==> src/rtl/core/dacq_pkg.sv <==
// dacq_pkg: shared types, constants and mapping functions of the dithered
// alpha color cube quantizer. Used by dacq_locate, dacq_map and the top level.
// No dependencies.
`default_nettype none

package dacq_pkg;

   localparam int MAX_WIDTH_DEFAULT = 4096;
   localparam int IMAGE_WIDTH_W = 13;
   localparam int CSR_INDEX_W = 2;
   localparam logic [IMAGE_WIDTH_W-1:0] IMAGE_WIDTH_RESET = 13'd1;

   typedef enum logic [CSR_INDEX_W-1:0] {
      CSR_IMAGE_WIDTH = 2'd0,
      CSR_TRANSPARENT_BACKGROUND = 2'd1
   } csr_index_type;

   typedef struct packed {
      logic [7:0] red;
      logic [7:0] green;
      logic [7:0] blue;
      logic [7:0] alpha;
      logic       frame_last;
   } dacq_req_type;

   typedef struct packed {
      logic [7:0] palette_index;
      logic       pixel_transparent;
      logic       frame_end;
      logic       any_transparent;
   } dacq_rsp_type;

   // position of a pixel inside the 8x8 dither cell
   typedef struct packed {
      logic [2:0] row;
      logic [2:0] col;
   } dacq_pos_type;

   localparam logic [5:0] BAYER_RANK [64] = '{
      6'd0,  6'd32, 6'd8,  6'd40, 6'd2,  6'd34, 6'd10, 6'd42,
      6'd48, 6'd16, 6'd56, 6'd24, 6'd50, 6'd18, 6'd58, 6'd26,
      6'd12, 6'd44, 6'd4,  6'd36, 6'd14, 6'd46, 6'd6,  6'd38,
      6'd60, 6'd28, 6'd52, 6'd20, 6'd62, 6'd30, 6'd54, 6'd22,
      6'd3,  6'd35, 6'd11, 6'd43, 6'd1,  6'd33, 6'd9,  6'd41,
      6'd51, 6'd19, 6'd59, 6'd27, 6'd49, 6'd17, 6'd57, 6'd25,
      6'd15, 6'd47, 6'd7,  6'd39, 6'd13, 6'd45, 6'd5,  6'd37,
      6'd63, 6'd31, 6'd55, 6'd23, 6'd61, 6'd29, 6'd53, 6'd21
   };

   // rank * 255 / 64, rounded down
   function automatic logic [7:0] bayer_threshold(input dacq_pos_type pos);
      logic [13:0] prod;
      prod = 14'(BAYER_RANK[{pos.row, pos.col}]) * 14'd255;
      return prod[13:6];
   endfunction

   // c * 5 / 255 rounded down: one step per multiple of 51
   function automatic logic [2:0] level6(input logic [7:0] c);
      return 3'(c >= 8'd51) + 3'(c >= 8'd102) + 3'(c >= 8'd153)
           + 3'(c >= 8'd204) + 3'(c == 8'd255);
   endfunction

endpackage

`default_nettype wire

==> src/rtl/core/dacq_locate.sv <==
// dacq_locate: column counter and row phase of the pixel stream, giving the
// dither cell position of each accepted request. Depends on dacq_pkg.
`default_nettype none

module dacq_locate #(
   parameter int MAX_WIDTH = dacq_pkg::MAX_WIDTH_DEFAULT
) (
   input  wire logic                                 clock,
   input  wire logic                                 reset,
   input  wire logic                                 accept,
   input  wire logic                                 frame_last,
   input  wire logic [dacq_pkg::IMAGE_WIDTH_W-1:0]   image_width,
   output dacq_pkg::dacq_pos_type                    pos
);

   localparam int CNT_W = $clog2(MAX_WIDTH);
   localparam int CMP_W = (CNT_W + 1 > dacq_pkg::IMAGE_WIDTH_W) ?
                          CNT_W + 1 : dacq_pkg::IMAGE_WIDTH_W;

   logic [CNT_W-1:0] col_ff, col_in;
   logic [2:0]       row_ff, row_in;
   logic [CMP_W-1:0] width_ext, width_eff, col_next;

   always_comb begin
      width_ext = CMP_W'(image_width);
      if (width_ext == '0) begin
         width_eff = CMP_W'(1);
      end else if (width_ext > CMP_W'(MAX_WIDTH)) begin
         width_eff = CMP_W'(MAX_WIDTH);
      end else begin
         width_eff = width_ext;
      end
      col_next = CMP_W'(col_ff) + CMP_W'(1);

      col_in = col_ff;
      row_in = row_ff;
      if (accept) begin
         if (frame_last) begin
            col_in = '0;
            row_in = '0;
         end else if (col_next >= width_eff) begin
            col_in = '0;
            row_in = row_ff + 3'd1;
         end else begin
            col_in = col_next[CNT_W-1:0];
         end
      end
   end

   always_ff @(posedge clock) begin
      if (reset) begin
         col_ff <= '0;
         row_ff <= '0;
      end else begin
         col_ff <= col_in;
         row_ff <= row_in;
      end
   end

   assign pos.row = row_ff;
   assign pos.col = col_ff[2:0];

endmodule

`default_nettype wire

==> src/rtl/core/dacq_map.sv <==
// dacq_map: dithered alpha test and 6x6x6 color cube index of one pixel.
// Pure combinational. Depends on dacq_pkg.
`default_nettype none

module dacq_map (
   input  wire dacq_pkg::dacq_req_type  pixel,
   input  wire dacq_pkg::dacq_pos_type  pos,
   input  wire logic                    transparent_mode,
   output logic [7:0]                   palette_index,
   output logic                         transparent
);

   logic [2:0] r_lvl, g_lvl, b_lvl;
   logic [7:0] cube_index;

   always_comb begin
      r_lvl = dacq_pkg::level6(pixel.red);
      g_lvl = dacq_pkg::level6(pixel.green);
      b_lvl = dacq_pkg::level6(pixel.blue);
      cube_index = 8'd1 + 8'(r_lvl) * 8'd36 + 8'(g_lvl) * 8'd6 + 8'(b_lvl);
      transparent = transparent_mode &&
                    (pixel.alpha <= dacq_pkg::bayer_threshold(pos));
      palette_index = transparent ? 8'd0 : cube_index;
   end

endmodule

`default_nettype wire

==> src/rtl/core/dithered_alpha_color_cube_quantizer.sv <==
// Dithered alpha color cube quantizer, top level.
// Takes RGBA pixels in raster order on the req_ channel and returns one
// palette index per pixel on the rsp_ channel; csr_ writes the image width
// (index 0) and the transparent background enable (index 1).
// A request is taken when req_valid is high and req_stall low; a result is
// taken when rsp_valid is high and rsp_stall low. csr_ready is always high.
// A request passes two registers on its way to the result: an input register
// holds the pixel and its dither cell position, then the alpha test and cube
// mapping feed the result register. One pixel per clock is sustained while
// rsp_stall is low; the rate is set by that two-register pipeline.
// While rsp_stall is high the result holds, the input register still takes
// one more request, and req_stall rises only when both registers are full.
// The transparent-seen flag is tracked where results are loaded, in order.
// Synchronous reset empties both registers, clears the column counter, row
// phase and flag, and sets width 1 with transparent background off.
// Dependencies: dacq_pkg, dacq_locate, dacq_map.
`default_nettype none

module dithered_alpha_color_cube_quantizer #(
   parameter int MAX_WIDTH = dacq_pkg::MAX_WIDTH_DEFAULT
) (
   input  wire logic                                clock,
   input  wire logic                                reset,
   input  wire logic                                req_valid,
   output logic                                     req_stall,
   input  wire dacq_pkg::dacq_req_type              req_data,
   output logic                                     rsp_valid,
   input  wire logic                                rsp_stall,
   output dacq_pkg::dacq_rsp_type                   rsp_data,
   input  wire logic                                csr_valid,
   output logic                                     csr_ready,
   input  wire logic [dacq_pkg::CSR_INDEX_W-1:0]    csr_index,
   input  wire logic [dacq_pkg::IMAGE_WIDTH_W-1:0]  csr_wdata
);

   logic [dacq_pkg::IMAGE_WIDTH_W-1:0] width_ff, width_in;
   logic                               mode_ff, mode_in;

   logic                    s1_valid_ff, s1_valid_in;
   dacq_pkg::dacq_req_type  s1_pix_ff, s1_pix_in;
   dacq_pkg::dacq_pos_type  s1_pos_ff, s1_pos_in;
   dacq_pkg::dacq_pos_type  cur_pos;

   logic                    rsp_valid_ff, rsp_valid_in;
   dacq_pkg::dacq_rsp_type  rsp_data_ff, rsp_data_in;
   logic                    seen_ff, seen_in;

   logic       advance, req_accept, load_out, csr_write;
   logic [7:0] map_index;
   logic       map_transparent, any_now;

   // configuration
   assign csr_ready = 1'b1;
   assign csr_write = csr_valid && csr_ready;

   always_comb begin
      width_in = width_ff;
      mode_in  = mode_ff;
      if (csr_write) begin
         unique case (csr_index)
            dacq_pkg::CSR_IMAGE_WIDTH:            width_in = csr_wdata;
            dacq_pkg::CSR_TRANSPARENT_BACKGROUND: mode_in  = csr_wdata[0];
            default: ;
         endcase
      end
   end

   // pipeline control
   assign advance    = !rsp_valid_ff || !rsp_stall;
   assign req_stall  = s1_valid_ff && !advance;
   assign req_accept = req_valid && !req_stall;
   assign load_out   = s1_valid_ff && advance;

   dacq_locate #(
      .MAX_WIDTH (MAX_WIDTH)
   ) u_locate (
      .clock       (clock),
      .reset       (reset),
      .accept      (req_accept),
      .frame_last  (req_data.frame_last),
      .image_width (width_ff),
      .pos         (cur_pos)
   );

   dacq_map u_map (
      .pixel            (s1_pix_ff),
      .pos              (s1_pos_ff),
      .transparent_mode (mode_ff),
      .palette_index    (map_index),
      .transparent      (map_transparent)
   );

   always_comb begin
      s1_valid_in = req_accept ? 1'b1 : (advance ? 1'b0 : s1_valid_ff);
      s1_pix_in   = req_accept ? req_data : s1_pix_ff;
      s1_pos_in   = req_accept ? cur_pos  : s1_pos_ff;

      any_now = seen_ff || map_transparent;
      rsp_valid_in = load_out || (rsp_valid_ff && rsp_stall);
      rsp_data_in  = rsp_data_ff;
      seen_in      = seen_ff;
      if (load_out) begin
         rsp_data_in.palette_index     = map_index;
         rsp_data_in.pixel_transparent = map_transparent;
         rsp_data_in.frame_end         = s1_pix_ff.frame_last;
         rsp_data_in.any_transparent   = any_now;
         // frame end clears the flag for the next frame
         seen_in = s1_pix_ff.frame_last ? 1'b0 : any_now;
      end
   end

   always_ff @(posedge clock) begin
      if (reset) begin
         width_ff     <= dacq_pkg::IMAGE_WIDTH_RESET;
         mode_ff      <= 1'b0;
         s1_valid_ff  <= 1'b0;
         rsp_valid_ff <= 1'b0;
         seen_ff      <= 1'b0;
      end else begin
         width_ff     <= width_in;
         mode_ff      <= mode_in;
         s1_valid_ff  <= s1_valid_in;
         rsp_valid_ff <= rsp_valid_in;
         seen_ff      <= seen_in;
      end
   end

   always_ff @(posedge clock) begin
      s1_pix_ff   <= s1_pix_in;
      s1_pos_ff   <= s1_pos_in;
      rsp_data_ff <= rsp_data_in;
   end

   assign rsp_valid = rsp_valid_ff;
   assign rsp_data  = rsp_data_ff;

   // assertions
   a_index_zero_iff_transparent: assert property (@(posedge clock) disable iff (reset)
      rsp_valid |-> (rsp_data.pixel_transparent == (rsp_data.palette_index == 8'd0)))
      else $error("palette index zero does not match transparency");

   a_index_range: assert property (@(posedge clock) disable iff (reset)
      rsp_valid |-> (rsp_data.palette_index <= 8'd216))
      else $error("palette index beyond the color cube");

   a_transparent_sets_any: assert property (@(posedge clock) disable iff (reset)
      (rsp_valid && rsp_data.pixel_transparent) |-> (rsp_data.any_transparent && mode_ff))
      else $error("transparent pixel without mode or without frame flag");

   a_stall_only_when_full: assert property (@(posedge clock) disable iff (reset)
      req_stall |-> (s1_valid_ff && rsp_valid_ff && rsp_stall))
      else $error("request stalled while the pipeline has room");

endmodule

`default_nettype wire
==> config.mk <==
export PLATFORM = sky130hd
export DESIGN_NAME = dithered_alpha_color_cube_quantizer
export DESIGN_NICKNAME = d
export VERILOG_FILES = /design/src/rtl/core/dacq_pkg.sv /design/src/rtl/core/dacq_locate.sv /design/src/rtl/core/dacq_map.sv /design/src/rtl/core/dithered_alpha_color_cube_quantizer.sv
export SDC_FILE = /design/constraint.sdc
export NUM_CORES = 1
export LEC_CHECK = 0
export BUFFER_PORTS_ARGS = -buffer_cell sky130_fd_sc_hd__buf_2
export CORE_MARGIN = 2
export CORE_UTILIZATION = 34
export CTS_BUF_LIST = sky130_fd_sc_hd__clkbuf_4 sky130_fd_sc_hd__clkbuf_8
export CTS_CLUSTER_SIZE = 28
export DETAILED_ROUTE_END_ITERATION = 10
export PLACE_DENSITY = 0.6
export SLEW_MARGIN = 5
export SYNTH_ARGS = -nofsm -noshare
export SYNTH_HDL_FRONTEND = slang
export SYNTH_HIERARCHICAL = 1
export SYNTH_SLANG_ARGS = --single-unit
==> constraint.sdc <==
create_clock -name clock -period 5.8 [get_ports clock]
set_clock_uncertainty 0.2 [all_clocks]
set_input_delay 0.58 -clock clock [delete_from_list [all_inputs] [get_ports clock]]
set_output_delay 0.58 -clock clock [all_outputs]
set_load 0.01 [all_outputs]
==> results of run 1 <==
## through the flow
| step | power, mW | utilization | area (um^2) | hold WS [ns] | worst slack [ns] |
|---|---|---|---|---|---|
| after CTS | 2.30 | 0.400 | 6100 | 0.155 | 0.101 |
| after global routing | 2.47 | 0.401 | 6120 | 0.160 | 0.0248 |
| after floorplan | 1.57 | - | 5340 | 0.222 | 0.398 |
| after global placement | 1.76 | 0.384 | 5860 | 0.245 | 0.241 |
| final | 2.28 | 0.401 | 6120 | 0.185 | 0.259 |
| after detailed placement | 1.78 | 0.384 | 5860 | 0.234 | 0.144 |
## flip-flops by register name, summed over array words and instances, names as in the netlist
register,cells
mode_ff,1
rsp_data,11
rsp_valid,1
s1_pix_ff,33
s1_pos_ff,6
s1_valid_ff,1
seen_ff,1
u_locate/col_ff,12
u_locate/row_ff,3
width_ff,13
## cell usage after synthesis, types with 6 or more instances
cell	number
clkbuf_1	7
xnor2_1	19
edfxtp_1	50
o21ai_0	9
xor2_1	15
ha_1	65
inv_1	25
dfxtp_1	32
fa_1	14
nor2b_1	7
nand2_1	63
nand3_1	8
nor2_1	29
a21oi_1	31
a21o_1	9
nand4_1	8
nor3_1	11
a31oi_1	6
## final cells by class
type	instances	area, um^2	area share
clock buffers	11	139	0.0227
clock inverters	5	104	0.0170
inverters	26	97.6	0.0159
multi-input cells	384	3040	0.496
flip-flops and latches	82	2140	0.350
well taps	211	264	0.0431
repair buffers	67	340	0.0556
## worst reg2reg max path, stage by stage, from the launching register on
cell and delay [ns]:
edfxtp_1 0.46, ha_1 0.31, inv_1 0.04, ha_1 0.32, xnor2_2 0.27, inv_1 0.11
fa_1 0.52, fa_1 0.51, ha_1 0.34, o21a_1 0.19, or2_2 0.28, a31o_2 0.26
a21oi_2 0.14, xor2_1 0.16, ha_1 0.24, nand4_1 0.12, nor2_1 0.06, o311a_2 0.47
or2_2 0.29
## routing by layer
metal | vias up | share of wire | GRT usage
met4 | 0 | 0.015 | 0.0467
met3 | 11 | 0.047 | 0.0376
li1 | 1971 | - | -
met5 | - | 0 | 0
met1 | 1799 | 0.47 | 0.160
met2 | 74 | 0.47 | 0.226
## power groups by stage
stage,logic [mW],registers (mW),clock network [mW]
finish,1.07,0.698,0.507
global route,1.23,0.703,0.543
CTS,1.08,0.698,0.525
detailed placement,1.07,0.711,0
global placement,1.05,0.710,0
floorplan,0.853,0.715,0
## cells by family after synthesis
| kind of cell | after synthesis | share of synthesized area |
|---|---|---|
| buffers and inverters | 41 | 0.0349 |
| adders and majority gates | 79 | 0.205 |
| and+or+nand+nor | 159 | 0.148 |
| AOI/OAI and AO/OA | 109 | 0.150 |
| xor gates and xnor gates | 34 | 0.0558 |
| DFF | 82 | 0.402 |
| muxes | 2 | 0.00399 |
| other | 1 | 0.000703 |
## worst paths after layout
| kind | startpoint | end | cells past startpoint |
|---|---|---|---|
| setup / recovery | s1_pos_ff[5] | rsp_data[0] | 18 |
| hold / removal | req_data[21] | s1_pix_ff[21] | 1 |
| setup reg to reg | s1_pos_ff[5] | rsp_data[0] | 18 |
| hold reg to reg | s1_pix_ff[0] | seen_ff | 1 |
==> impl.org, run 1 <==
** Outcome
- Outcome :: completed

** Clock tree
- CTS saw 82 sinks.
- Root buffer cell :: clkbuf_8
- Maximum level of the CTS H-tree :: 3
- Number of CTS-inserted buffers :: 9
- Post-CTS Setup Repair Bufs :: 0
- Buffers from clock root to sink, at most :: 2
- In this run, post-CTS hold repair placed 0 buffers.
- At the later pin of the worst-skew pair, clock insertion delay measures 0.37 ns.
- Number of gates resized after cts :: 0
- Clock transition at path regs :: 0.09 ns
- CTS tree :: yes

** Cells and area
- 0 antenna diodes ended up in the layout.
- Synth-to-Final Area Change :: 14.8%
- In the layout the commonest cells are buf_2 (65), ha_1 (65), nand2_1 (63).
- Excluding fillers, the count of instances in the completed layout stands at 786.
- Number of nets in the finished design :: 702
- Share of post-route cells with drive strength above 1 :: 0.190
- # fillers :: 1470

** Route
- Routed vias/inst :: 4.90
- Across all layers, the routed design uses 3855 vias.
- After the first detailed-routing iteration, the DRC count stood at 170.
- Routed len/inst :: 13.3 um
- Number of DRC violations after detailed routing :: 0
- Post-detailed-route count of antenna-violating nets :: 0
- The first detailed-routing pass took 4 iterations.
- Wirelength, routed :: 10500 um

** Critical path
- The worst setup path is launched from a register.
- Biggest fanout along the worst timing path :: 11
- The signal on the critical path passes through ha_1 -> inv_1 -> ha_1 -> xnor2_2 -> inv_1 -> fa_1 -> fa_1 -> ha_1 -> o21a_1 -> or2_2 -> a31o_2 -> a21oi_2 -> xor2_1 -> ha_1 -> nand4_1 -> nor2_1 -> o311a_2 -> or2_2.
- Class of the most critical setup path :: register to register
- The largest individual stage delay along the critical path comes from the cell fa_1.
- Slowest stage delay, CP :: 0.52 ns
- In this design, the largest share of critical-path delay is due to adder cells.
- Critical path capture point type :: register
- Buffering stage count on the worst path with inverters included :: 2
- The worst register-to-register path has a setup slack of 0.26 ns.
- Crit-path most repeated cell :: ha_1
- Data on the critical path is required at its endpoint by 5.71 ns.
- Data arrives at the worst endpoint at 5.45 ns.

** Pwr
- The worst-case IR drop observed on VDD is 0.178 mV.
- Combinational fraction of design power :: 0.471
- The internal portion of the total power is 1.47 mW.
- Cell leakage power :: 2.61 nW
- Switching component of the power :: 0.808 mW
- Clock Power Share :: 0.223
- Sequential Power Share :: 0.306
- Dividing total power by cell area gives a power density of 372 nW/um^2.
- Switching power share of the total :: 0.355

** Placement
- Detailed placement ended at an HPWL of 8140 um.
- Input and output buffers added on the ports amount to 65.
- Weighted congestion at the end of routability-driven global placement :: 0.828
- After detailed placement, the design holds a cell count of 770.

** Timing
- Worst-Margin Slew :: 0.677 ns
- RSZ-0062 raised after global routing :: false
- Max-slew headroom at the worst pin :: 0.547
- Highest clock frequency the design can meet :: 180 MHz
- In the finished design, the share of the clock period the worst path needs comes to 0.955.
- Final setup viols :: 0
- In the final timing run, aggregate negative setup slack is 0 ns.
- For the finished layout, the period the worst path requires is 5.54 ns.
- The number of max-slew violations in the final report was 0.
- The final count of hold timing violations was 0.

** Floorplan
- Die footprint :: 16700 um^2
- Die outline height :: 129 um
- For this configuration, the core starts out at a cell density of 0.350.
- For this design the top-level I/O count stands at 67.
- The initialized floorplan defines 45 standard-cell rows.
- Measured along the x axis, the die boundary spans 129 um.
- Area of the core :: 15300 um^2

** Synth
- After synthesis, the share of flip-flops with an asynchronous set or reset is 0.
- A synthesized cell averages 10.5 um^2.
- Predominant post-synthesis flop cell :: edfxtp_1
- Library cell occupying the most area in the post-synthesis netlist :: edfxtp_1
- Net count of the mapped netlist :: 639
- Cell area after technology mapping :: 5340 um^2
- Post-synthesis register bit count :: 82
- Largest cells by area after synthesis :: edfxtp_1 (28%), ha_1 (15%), dfxtp_1 (12%)
- Number of distinct standard cells referenced by the synthesized netlist :: 63
- During synthesis, Yosys emitted a total of 6 warnings.
- Of the synthesized area, sequential elements account for 0.402.
- Area fraction of the dominant cell type after synthesis :: 0.281
- Number of enable flip-flop cells after synthesis :: 50
- Synthesis produced a netlist whose cell count is 507.

** GRT
- Entering global routing, the biggest net connects 35 pins.
- Number of global-route vias before repair :: 3846
- The first global-routing pass estimated 17500 um of wire.
- The total overflow left after global routing is 0.
- Initial antenna violation count :: 0
- Global router's overall resource usage :: 0.132

** Hold path
- In this run the worst hold path is classified as input port to register.

** Flow run
- Max-cap violations in this run came to 0.
Power figures use the tool's default switching activity.
==> inputs of run 2 (changes only) <==
- PLACE_DENSITY: 0.6 -> 0.59
- clock period: 5.8 -> 6.8 ns (I/O delays scaled with it)
==> run 2 against run 1 <==
Effect of this change: power is 16% lower; critical path type unchanged; die area did not move; via count rose by 0.36%; wire length is 0.61% higher; fmax is 1.7% lower; first-iteration DRC count fell by 19%; sequential share of layout area is 0.34 points higher; critical path depth decreased by 2; worst hold slack better by 0.069 ns; sequential power is 15% lower; count of clock-buffer cells in the layout decreased by 2.
==> impl.org, run 2 (synthesis results as in run 1) <==
** Cells and area
- The antenna diode instance count came to 0 (unchanged).
- The number of filler cells placed in the layout came to 1480 (+0.68%).
- Number of nets in the finished design :: 701 (-0.14%)
- Largest register by flop count :: s1_pix_ff
- Relative to the synthesized area, the layout overhead comes to 13.7%.
- Flip-flop count of the largest register after layout :: 33 (unchanged)
- The largest registers in the layout are s1_pix_ff: 33 flops, width_ff: 13 flops, u_locate/col_ff: 12 flops.
- Share of post-route cells with drive strength above 1 :: 0.179 (-0.0101)
- Most frequent cells in the layout :: buf_2 (65), ha_1 (65), nand2_1 (63)
- Post-Layout Inst Area :: 6070 um^2 (-0.96%)

** Route
- The vias per cell came to 4.93 (+0.49%).
- The average routed wire per standard cell was 13.4 um (+0.74%).
- Vias :: 3869 (+0.36%)
- Number of DRC violations after detailed routing :: 0 (unchanged)
- The number of DRC markers in iteration 0 came to 137 (-19%).
- The wire length after detailed routing was 10500 um (+0.61%).
- Post-detailed-route count of antenna-violating nets :: 0 (unchanged)
- Router iterations before antenna repair :: 4 (unchanged)

** GRT
- The global-route congestion overflow total was 0 (unchanged).
- Number of global-route vias before repair :: 3854 (+0.21%)
- The global routing usage summed across all routing layers is 0.132 (-0.000275).
- Global-route wire length before repair :: 17300 um (-1.1%)
- The initial antenna violation count came to 0 (unchanged).
- The pin count of the biggest net entering global routing was 51 (+46%).

** Critical path
- Biggest fanout along the worst timing path :: 11 (unchanged)
- Slowest stage delay, CP :: 0.57 ns (+0.05 ns)
- The depth of the worst register-to-register path came to 16 (-2).
- Traced cell by cell, the critical path runs through ha_1 -> xnor2_1 -> xnor2_1 -> fa_1 -> fa_1 -> ha_1 -> o21a_1 -> or2_2 -> a31o_2 -> a21oi_2 -> xor2_1 -> ha_1 -> nand4_1 -> nor2_1 -> o311a_1 -> or2_2.
- Worst r2r dst :: rsp_data[0]
- Reg-to-reg setup timing slack :: 1.16 ns (+0.90 ns)
- The arrival time of data at the critical path endpoint came to 5.56 ns (+0.11 ns).
- The worst setup path is of the register to register kind.
- Worst R2R Start :: s1_pos_ff[3]
- The combined buffer and inverter count along the critical path came to 0 (-2).
- STA classifies the critical path endpoint as a register.
- Gate family responsible for the most delay along the worst path :: adder cells
- Crit. Startpoint :: s1_pos_ff[3]
- The required arrival time at the worst endpoint is 6.72 ns (+1.01 ns).
- The worst setup path is launched from a register.
- The slowest stage of the critical path belongs to the cell fa_1.
- In this design, the critical path's most frequently occurring cell is ha_1.

** Clock tree
- The number of instances resized during post-cts repair came to 0 (unchanged).
- Root buffer cell :: clkbuf_8
- TritonCTS built the clock tree.
- The clock slew at the register clock pins of the worst setup and hold paths came to 0.09 ns (about the same).
- The CTS sink count is 82 (unchanged).
- Buffers from clock root to sink, at most :: 2 (unchanged)
- The number of buffers inserted to repair setup after CTS came to 0 (unchanged).
- Number of CTS-inserted buffers :: 9 (unchanged)
- The insertion delay to the later sink of the worst-skew pair is 0.38 ns (about the same).
- Maximum level of the CTS H-tree :: 3 (unchanged)
- The number of hold-repair buffers added at the cts stage was 0 (unchanged).

** Timing
- Worst-case hold slack :: 0.254 ns (+0.0695 ns)
- The post-route clock period utilization was 0.829 (-0.126).
- Final setup viols :: 0 (unchanged)
- Highest clock frequency the design can meet :: 177 MHz (-1.7%)
- The minimum setup slack in the final design was 1.16 ns (+0.902 ns).
- RSZ-0062 raised after global routing :: false
- Number of pins exceeding their max-slew limit in the final report :: 0 (unchanged)
- Max-slew headroom at the worst pin :: 0.554 (+0.00689)
- The shortest clock period the worst path allows after layout came to 5.64 ns (+0.0976 ns).
- The post-route setup TNS came to 0 ns (unchanged).
- The final count of hold timing violations was 0 (unchanged).
- Worst-Margin Slew :: 0.667 ns (-0.0103 ns)

** Floorplan
- Starting Density :: 0.350 (unchanged)
- The number of placement rows came to 45 (unchanged).
- The total I/O pin count came to 67 (unchanged).
- The area enclosed by the die boundary is 16700 um^2 (unchanged).
- The area inside the core boundary was 15300 um^2 (unchanged).
- The width of the die is 129 um (unchanged).
- The floorplan die height was 129 um (unchanged).

** Outcome
- Outcome :: completed

** Hold path
- The worst hold path cell count is 1 (unchanged).
- Start point of the worst min-delay path :: s1_pix_ff[0]
- WHS Endpoint :: seen_ff
- The min-delay analysis places its worst path in the category register to register.

** Placement
- Standard cell area after detailed placement :: 5850 um^2 (-0.13%)
- Dpl hpwl :: 8090 um (-0.57%)
- The count of input and output buffers is 65 (unchanged).
- The final RePlAce weighted congestion was 0.799 (-3.5%).
- Post-place setup slack :: 1.16 ns (+1.02 ns)

** Pwr
- The total power per unit cell area was 313 nW/um^2 (-16%).
- The worst IR drop on VDD is 0.188 mV (+5.6%).
- The static leakage was 2.57 nW (-1.3%).

** Flow run
- Max-capacitance violation count :: 0 (unchanged)
[run 2: layer usage]
metal  vias up  GRT usage  part of all wire
met3        11     0.0347             0.044
met2        66      0.232              0.48
met4         0     0.0467             0.014
met1      1821      0.156              0.46
met5         -          0                 0
li1       1971          -                 -
[run 2: cell type report]
cell class | count | area (um^2) | area share
multi-input combinational | 384 | 3010 | 0.497
sequential | 82 | 2140 | 0.353
timing repair buffer | 66 | 333 | 0.0549
tap | 211 | 264 | 0.0435
clock buffer | 9 | 124 | 0.0204
inverter | 26 | 97.6 | 0.0161
clock inverter | 7 | 91.3 | 0.0151
[run 2: metrics by stage]
step                      instances  power, mW   util
final                           785       1.90  0.398
after global routing            785       2.06  0.398
after CTS                       785       1.93  0.398
after detailed placement        769       1.52  0.383
after global placement          769       1.50  0.383
after floorplan                 507       1.34      -
[run 2: report_power, final]
part           switching, mW  internal [mW]  total (mW)
Clock                  0.186          0.207       0.393
Combinational          0.491          0.421       0.912
Sequential            0.0204          0.575       0.596
Total                  0.697           1.20        1.90
[run 2: worst max-delay path by stage]
stage	end	slack, ns	depth (start not counted)
finish	rsp_data[0]	1.16	16
global route	seen_ff	0.76	18
CTS	rsp_data[0]	1.12	16
detailed placement	rsp_data[0]	1.16	16
global placement	rsp_data[0]	1.22	16
floorplan	rsp_data[0]	1.40	17
[run 2: worst reg2reg max path: stages (launching register included)]
cell and delay, ns:
edfxtp_1 0.51, ha_1 0.36, xnor2_1 0.16, xnor2_1 0.51, fa_1 0.57, fa_1 0.50, ha_1 0.35, o21a_1 0.19
or2_2 0.28, a31o_2 0.26, a21oi_2 0.14, xor2_1 0.15, ha_1 0.24, nand4_1 0.11, nor2_1 0.06, o311a_1 0.46
or2_2 0.31
